<file path="src/rtl/core/bit_sliced_range_scan_assert.svh">
// Assertion macros for the bit-sliced range scan.
`ifndef BIT_SLICED_RANGE_SCAN_ASSERT_SVH
`define BIT_SLICED_RANGE_SCAN_ASSERT_SVH

// same-cycle implication, clocked on clk, off while arst_n is low
`define BSRS_ASSERT_NOW(lbl, ante, cons, msg) \
	lbl: assert property (@(posedge clk) disable iff (!arst_n) (ante) |-> (cons)) \
		else $error(msg);

// next-cycle implication
`define BSRS_ASSERT_NEXT(lbl, ante, cons, msg) \
	lbl: assert property (@(posedge clk) disable iff (!arst_n) (ante) |=> (cons)) \
		else $error(msg);

`endif

</file>
<file path="src/rtl/core/bsrs_pkg.sv">
// Shared constants, types and functions of the bit-sliced range scan.
package bsrs_pkg;

	localparam int LANES      = 128;
	localparam int WORD_W     = 64;
	localparam int MAX_SLICES = 32;
	localparam int IDX_W      = 5;
	localparam int CNT_W      = 6;
	localparam int BOUND_W    = 32;
	localparam int CFG_IDX_W  = 2;
	localparam int GRP_W      = 8;
	localparam int TOTAL_W    = 32;
	localparam int IN_W       = 2 * WORD_W;
	localparam int OUT_W      = 2 * WORD_W + GRP_W + TOTAL_W;

	localparam logic [31:0] POP_M1 = 32'h5555_5555;
	localparam logic [31:0] POP_M2 = 32'h3333_3333;
	localparam logic [31:0] POP_M4 = 32'h0F0F_0F0F;
	localparam logic [31:0] POP_M8 = 32'h0101_0101;

	typedef enum logic [CFG_IDX_W-1:0] {
		REG_LOWER = 2'd0,
		REG_UPPER = 2'd1,
		REG_BITS  = 2'd2
	} cfg_reg_t;

	typedef struct packed {
		logic [WORD_W-1:0] hi;
		logic [WORD_W-1:0] lo;
	} lanes_t;

	function automatic logic [WORD_W-1:0] lane_mask(input int word);
		int n;
		n = LANES - WORD_W * word;
		if (n >= WORD_W)
			return '1;
		if (n <= 0)
			return '0;
		return (WORD_W'(1) << n) - WORD_W'(1);
	endfunction

	localparam logic [WORD_W-1:0] LANE_MASK_LO = lane_mask(0);
	localparam logic [WORD_W-1:0] LANE_MASK_HI = lane_mask(1);

	function automatic logic [5:0] pop32(input logic [31:0] x);
		logic [31:0] v;
		logic [31:0] p;
		v = x - ((x >> 1) & POP_M1);
		v = (v & POP_M2) + ((v >> 2) & POP_M2);
		v = (v + (v >> 4)) & POP_M4;
		p = v * POP_M8;
		return p[29:24];
	endfunction

	function automatic logic [6:0] pop64(input logic [63:0] x);
		return 7'(pop32(x[31:0])) + 7'(pop32(x[63:32]));
	endfunction

	// zero reads as one slice, anything above the maximum saturates
	function automatic logic [CNT_W-1:0] eff_count(input logic [CNT_W-1:0] bc);
		if (bc == '0)
			return CNT_W'(1);
		if (bc > CNT_W'(MAX_SLICES))
			return CNT_W'(MAX_SLICES);
		return bc;
	endfunction

endpackage

</file>
<file path="src/rtl/core/bsrs_slice.sv">
// Per-lane compare masks, slice counter and the finished-group match register.
module bsrs_slice
	import bsrs_pkg::*;
(
	input  logic               clk,
	input  logic               arst_n,
	input  logic [BOUND_W-1:0] lower_bound,
	input  logic [BOUND_W-1:0] upper_bound,
	input  logic [CNT_W-1:0]   bit_count,
	input  logic               in_valid,
	output logic               in_ready,
	input  lanes_t             slice,
	output logic               slice_last,
	output logic               out_valid,
	input  logic               out_ready,
	output lanes_t             match
);

	lanes_t gt_q, lt_q, eql_q, equ_q;
	lanes_t gt_n, lt_n, eql_n, equ_n;
	lanes_t v, c1, c2;
	logic [IDX_W-1:0] idx_q;
	logic [CNT_W-1:0] cnt;
	logic             accept;
	logic             valid_s1;
	lanes_t           match_s1;

	always_comb begin
		v.lo  = slice.lo & LANE_MASK_LO;
		v.hi  = slice.hi & LANE_MASK_HI;
		c1    = {IN_W{lower_bound[idx_q]}};
		c2    = {IN_W{upper_bound[idx_q]}};
		gt_n  = gt_q | (eql_q & ~c1 & v);
		lt_n  = lt_q | (equ_q & c2 & ~v);
		eql_n = eql_q & ~(v ^ c1);
		equ_n = equ_q & ~(v ^ c2);
	end

	assign cnt        = eff_count(bit_count);
	assign slice_last = ({1'b0, idx_q} + CNT_W'(1)) >= cnt;
	assign in_ready   = !valid_s1 || out_ready;
	assign accept     = in_valid && in_ready;

	always_ff @(posedge clk or negedge arst_n) begin
		if (!arst_n) begin
			gt_q  <= '0;
			lt_q  <= '0;
			eql_q <= '1;
			equ_q <= '1;
			idx_q <= '0;
		end else if (accept) begin
			if (slice_last) begin
				gt_q  <= '0;
				lt_q  <= '0;
				eql_q <= '1;
				equ_q <= '1;
				idx_q <= '0;
			end else begin
				gt_q  <= gt_n;
				lt_q  <= lt_n;
				eql_q <= eql_n;
				equ_q <= equ_n;
				idx_q <= idx_q + IDX_W'(1);
			end
		end
	end

	always_ff @(posedge clk or negedge arst_n) begin
		if (!arst_n)
			valid_s1 <= 1'b0;
		else if (in_ready)
			valid_s1 <= accept && slice_last;
	end

	always_ff @(posedge clk) begin
		if (accept && slice_last) begin
			match_s1.lo <= gt_n.lo & lt_n.lo & LANE_MASK_LO;
			match_s1.hi <= gt_n.hi & lt_n.hi & LANE_MASK_HI;
		end
	end

	assign out_valid = valid_s1;
	assign match     = match_s1;

endmodule

</file>
<file path="src/rtl/core/bsrs_count.sv">
// Population count stage, running total and the result register.
module bsrs_count
	import bsrs_pkg::*;
(
	input  logic               clk,
	input  logic               arst_n,
	input  logic               in_valid,
	output logic               in_ready,
	input  lanes_t             match,
	output logic               out_valid,
	input  logic               out_ready,
	output lanes_t             out_match,
	output logic [GRP_W-1:0]   group_matches,
	output logic [TOTAL_W-1:0] running_total
);

	logic               valid_s2;
	lanes_t             match_s2;
	logic [GRP_W-1:0]   cnt_s2;
	logic               out_valid_q;
	lanes_t             out_match_q;
	logic [GRP_W-1:0]   out_cnt_q;
	logic [TOTAL_W-1:0] total_q;
	logic               out_adv;

	assign out_adv  = !out_valid_q || out_ready;
	assign in_ready = !valid_s2 || out_adv;

	always_ff @(posedge clk or negedge arst_n) begin
		if (!arst_n) begin
			valid_s2    <= 1'b0;
			out_valid_q <= 1'b0;
			total_q     <= '0;
		end else begin
			if (in_ready)
				valid_s2 <= in_valid;
			if (out_adv)
				out_valid_q <= valid_s2;
			if (out_adv && valid_s2)
				total_q <= total_q + TOTAL_W'(cnt_s2);
		end
	end

	always_ff @(posedge clk) begin
		if (in_ready && in_valid) begin
			match_s2 <= match;
			cnt_s2   <= GRP_W'(pop64(match.lo)) + GRP_W'(pop64(match.hi));
		end
		if (out_adv && valid_s2) begin
			out_match_q <= match_s2;
			out_cnt_q   <= cnt_s2;
		end
	end

	assign out_valid     = out_valid_q;
	assign out_match     = out_match_q;
	assign group_matches = out_cnt_q;
	assign running_total = total_q;

endmodule

</file>
<file path="src/rtl/core/bit_sliced_range_scan.sv">
// A group's last slice beat gives its result on m_tvalid through the match, count and result registers.
// Throughput: one slice beat per cycle, one result per group, with no bubbles unless m_tready holds the result path.
// Rate is set by the per-lane mask update and the 128-lane popcount stage.
// Three-register result path (match, count, result) with per-stage ready.
// arst_n low resets masks, slice counter, total, valid flags and the registers
// to lower 0, upper 0, bit count 32.
`include "bit_sliced_range_scan_assert.svh"

module bit_sliced_range_scan
	import bsrs_pkg::*;
(
	input  logic                 clk,
	input  logic                 arst_n,
	input  logic                 cfg_we,
	input  logic [CFG_IDX_W-1:0] cfg_index,
	input  logic [BOUND_W-1:0]   cfg_data,
	input  logic                 s_tvalid,
	output logic                 s_tready,
	input  logic [IN_W-1:0]      s_tdata,  // slice_low, slice_high
	output logic                 m_tvalid,
	input  logic                 m_tready,
	output logic [OUT_W-1:0]     m_tdata   // match_low, match_high, group_matches, running_total
);

	logic [BOUND_W-1:0] lower_q;
	logic [BOUND_W-1:0] upper_q;
	logic [CNT_W-1:0]   bits_q;
	lanes_t             slice;
	lanes_t             match_s1;
	lanes_t             out_match;
	logic               s1_valid;
	logic               s2_ready;
	logic               slice_last;
	logic [GRP_W-1:0]   group_matches;
	logic [TOTAL_W-1:0] running_total;

	always_ff @(posedge clk or negedge arst_n) begin
		if (!arst_n) begin
			lower_q <= '0;
			upper_q <= '0;
			bits_q  <= CNT_W'(MAX_SLICES);
		end else if (cfg_we) begin
			case (cfg_reg_t'(cfg_index))
				REG_LOWER: lower_q <= cfg_data;
				REG_UPPER: upper_q <= cfg_data;
				REG_BITS:  bits_q  <= cfg_data[CNT_W-1:0];
				default: ;
			endcase
		end
	end

	assign slice.lo = s_tdata[WORD_W-1:0];
	assign slice.hi = s_tdata[IN_W-1:WORD_W];

	bsrs_slice u_slice (
		.clk         (clk),
		.arst_n      (arst_n),
		.lower_bound (lower_q),
		.upper_bound (upper_q),
		.bit_count   (bits_q),
		.in_valid    (s_tvalid),
		.in_ready    (s_tready),
		.slice       (slice),
		.slice_last  (slice_last),
		.out_valid   (s1_valid),
		.out_ready   (s2_ready),
		.match       (match_s1)
	);

	bsrs_count u_count (
		.clk           (clk),
		.arst_n        (arst_n),
		.in_valid      (s1_valid),
		.in_ready      (s2_ready),
		.match         (match_s1),
		.out_valid     (m_tvalid),
		.out_ready     (m_tready),
		.out_match     (out_match),
		.group_matches (group_matches),
		.running_total (running_total)
	);

	assign m_tdata = {running_total, group_matches, out_match.hi, out_match.lo};

	`BSRS_ASSERT_NOW(a_count_is_popcount, m_tvalid, $countones(m_tdata[IN_W-1:0]) == int'(m_tdata[IN_W+GRP_W-1:IN_W]), "group count differs from mask popcount")
	`BSRS_ASSERT_NOW(a_ready_when_empty, !s1_valid, s_tready, "input stalled with empty match stage")
	`BSRS_ASSERT_NEXT(a_last_beat_loads, s_tvalid && s_tready && slice_last, s1_valid, "last slice beat gave no result")

endmodule

</file>
<file path="config.mk">
export PLATFORM = sky130hd
export DESIGN_NAME = bit_sliced_range_scan
export DESIGN_NICKNAME = d
export VERILOG_FILES = /design/src/rtl/core/bsrs_pkg.sv /design/src/rtl/core/bsrs_slice.sv /design/src/rtl/core/bsrs_count.sv /design/src/rtl/core/bit_sliced_range_scan.sv
export VERILOG_INCLUDE_DIRS = /design/src /design/src/rtl/core
export SDC_FILE = /design/constraint.sdc
export NUM_CORES = 2
export LEC_CHECK = 0
export BUFFER_PORTS_ARGS = -buffer_cell sky130_fd_sc_hd__buf_2
export CORE_MARGIN = 3
export CORE_UTILIZATION = 31
export CTS_BUF_LIST = sky130_fd_sc_hd__clkbuf_16
export DETAILED_ROUTE_END_ITERATION = 6
export PLACE_DENSITY_LB_ADDON = 0.05
export SYNTH_ARGS = -nofsm -noshare
export SYNTH_HDL_FRONTEND = slang
export SYNTH_SLANG_ARGS = --single-unit
</file>
<file path="constraint.sdc">
create_clock -name clk -period 7.91 [get_ports clk]
set_input_delay 1.9775 -clock clk [delete_from_list [all_inputs] [get_ports clk]]
set_output_delay 1.9775 -clock clk [all_outputs]
set_load 0.03 [all_outputs]
</file>
==> summary.md <==
| Metric | Value |
|---|---|
| Status | finished, final reports clean |
| ANT nets after route | 0 |
| Setup-failing EPs final | 0 |
| Vias per inst | 4.76 |
| Fillers | 16.5k |
| Hold Vio Cnt, Final | 0 |
| HPWL after DPL | approximately 95000 um |
| Largest net degree at the start of global routing | 135 |
| Cells after synthesis | roughly 4.5k |
| Net Count, Synth | roughly 5.0k |
| Post-synth ARST share | 60.9% |
| Total wire length | 144000 um |
| IO Count | 337 |
| YS warnings | 0 |
| Hold crit path type | reg2reg |
| All-layer global routing usage | 16.9% |
| Final std cells w/o fill | 7297 |
| Syn_area_per_cell | 11.6 um^2 |
| Crit path kind | reg2reg |
| Hold Worst Slack | ~0.40 ns |
| Post-synth top cells | 600 x nor2_1, 448 x a21oi_1, 400 x edfxtp_1 |
| RSZ-0062 raised after global routing | yes |
| Row cnt | 149 |
| Setup tns final | 0 ns |
| GPL Wtd Cong | 0.778 |
| Count of cell types in the netlist | 70 |
| Initial Utilization | 31.2% |
| Die area | 171000 um^2 |
| H-tree depth | 4 |
| Sequential element share of the synthesized area | 54.1% |
| Critical Path Sink Type | register |
| CP most frequent cell | fa_1 |
| Crit share post-route | 98.8% |
| Yosys reg bits | 1022 |
| DP Cell Count | 7038 |
| Critical Path Source Type | register |
| Main synth FF type | edfxtp_1 |
| Max Cap Viol | 0 |
| Area grow syn2layout | 19.4% |
| Arrival time worst endpoint | around 8.3 ns |
| Post-synth EDFFs | 400 |
| NumNets Final | 5570 |
| Worst slew margin | 24.9% |
| Initial DRC Count | 1993 |
| Cell at the slowest stage of the critical path | fa_1 |
| GR peak layer | met2 |
| CTS max path bufs | 3 |
| Largest cells by area after synthesis | edfxtp_1 23%, dfrtp_1 18%, dfstp_2 13% |
| Worst Max-Slew Pin Slew | roughly 1.1 ns |
| Share of layout cells above drive strength 1 | 23.3% |
| Fmax | around 130 MHz |
| Delay of the slowest critical-path stage | 0.56 ns |
| Critical Path Fanout Max | 3 |
| Top-count cell post-synth | nor2_1 |
| Met3 GRT Util | 3.19% |
| Clk slew on worst S/H paths | 0.06 ns |
| Synthesized cell area | 51600 um^2 |
| Global-route wire length before repair | 222000 um |
| Tmin final | 7.81 ns |
| Via count of the first global-routing pass | between 30k and 40k |
| Clock sink total | 1022 |
| Total number of vias | 34.7k |
| Initial antenna violation count | 37 |
| Fin Clk Skew | around 0.027 ns |
| Core area | 165000 um^2 |
| Max-slew violations | 0 |
| Gr ovfl total | 0 |
| Top-area cell type share of the netlist area | 23.3% |
| IO buf count | 336 |
| Pre-antenna DRT Iters | 5 |
| Clock Root Buffer | clkbuf_16 |
| DR WL/cell | 19.8 um |
| Register Area | between 20000 and 30000 um^2 |
| Synth area leader | edfxtp_1 |
| Critical path data required time | 8.41 ns |
| Area occupied by multi-input gates | 22000 um^2 |
| CTS tree | built |
| M1 GR Usage | 23.5% |
| Final core occ | between 30% and 40% |
| GRT met2 Usage | 26.9% |
| Height of the die | ~410 um |
| Total CTS buffers | 130 |
| Drt drc | 0 |
| Die width | 414 um |
| Clk_lat worst skew | approximately 0.76 ns |
cell type report:
class                   count  area share [%]
well taps                2189            4.45
flip-flops and latches   1022            45.3
repair buffers            585            6.11
inverters                 309            1.90
multi-input cells        2941            35.7
clock buffers             135            5.49
diodes                     12          0.0488
clock inverters           104           0.953
final timing paths:
kind                                       startpoint                      to  slack (ns)  cells after the start
worst max-delay path                u_slice.match[64]       u_count.cnt_s2[7]         0.1                     31
worst max register to register      u_slice.match[64]       u_count.cnt_s2[7]         0.1                     31
min in group asynchronous                      arst_n        u_slice.lt_q[98]        1.17                      1
worst min-delay path            u_count.match_s2[116]  u_count.out_match[116]        0.40                      0
max in group asynchronous                      arst_n             upper_q[21]        5.39                      2
worst min register to register  u_count.match_s2[116]  u_count.out_match[116]        0.40                      0
metal layers:
layer	vias to the layer above	wire (um)	share of wire [%]
met5	-	76	0.053
met4	12	3270	2.3
met3	224	5930	4.1
met2	631	66300	46
met1	17200	68600	48
li1	16700	-	-
critical path, delay by kind of cell (launching register included):
kind                     cells  cell delay, ns
buffers and inverters        9            0.83
flip-flops                   1            0.39
AND/OR/NAND/NOR              1            0.16
AO/OA/AOI/OAI                7            1.37
adder cells (fa/ha/maj)     12            4.51
XOR/XNOR                     2            0.29
registers in the layout (all words and copies together) (netlist names):
register / cells
u_slice.match: 128
u_slice.idx_q: 5
u_slice.lt_q: 128
bits_q: 6
u_slice.gt_q: 128
u_count.out_match: 128
u_count.cnt_s2: 8
u_count.group_matches: 8
lower_q: 32
upper_q: 32
u_slice.out_valid: 1
u_slice.eql_q: 128
u_count.match_s2: 128
u_count.out_valid: 1
u_count.valid_s2: 1
u_count.running_total: 32
u_slice.equ_q: 128
timing repair:
item / in CTS / in global routing
buffers inserted: 3 / 5
pin swaps: 36 / 43
setup endpoints to repair: 5 / 5
hold buffers: 0 / 0
endpoints found under the hold margin: 0 / 0
resized for setup: 35 / 53
through the flow:
step	cell area, um^2	setup slack (ns)
floorplan	51600	0.00985
global placement	57100	-0.404
detailed placement	57100	-0.433
CTS	61300	-0.0338
global route	61600	-0.284
finish	61600	0.0981
cell usage in the layout (no fill, tap or decap), types with 233 or more instances in the layout:
cell	netlist	routed
dfrtp_1	365	365
a21oi_1	448	439
inv_1	308	333
ha_1	321	308
buf_2	49	335
edfxtp_1	400	400
dfstp_2	257	257
a31oi_1	255	255
nor2_1	600	597
xnor2_1	397	390
buf_4	8	233
kinds of logic (layout without fill, tap and decap cells):
family / Yosys count / in the layout / share of synthesized area (%)
muxes: 94 / 94 / 2.38
adders and majority gates: 414 / 414 / 11.4
buffers and inverters: 494 / 1133 / 4.05
xor gates and xnor gates: 431 / 431 / 7.32
other: 0 / 12 / 0
DFF: 1022 / 1022 / 54.1
and+or+nand+nor: 977 / 977 / 8.49
AOI/OAI and AO/OA: 1025 / 1025 / 12.2
Power is left out: the tool's default activity adds up to more than one toggle a clock period on the data nets, which glitch-free logic cannot reach.
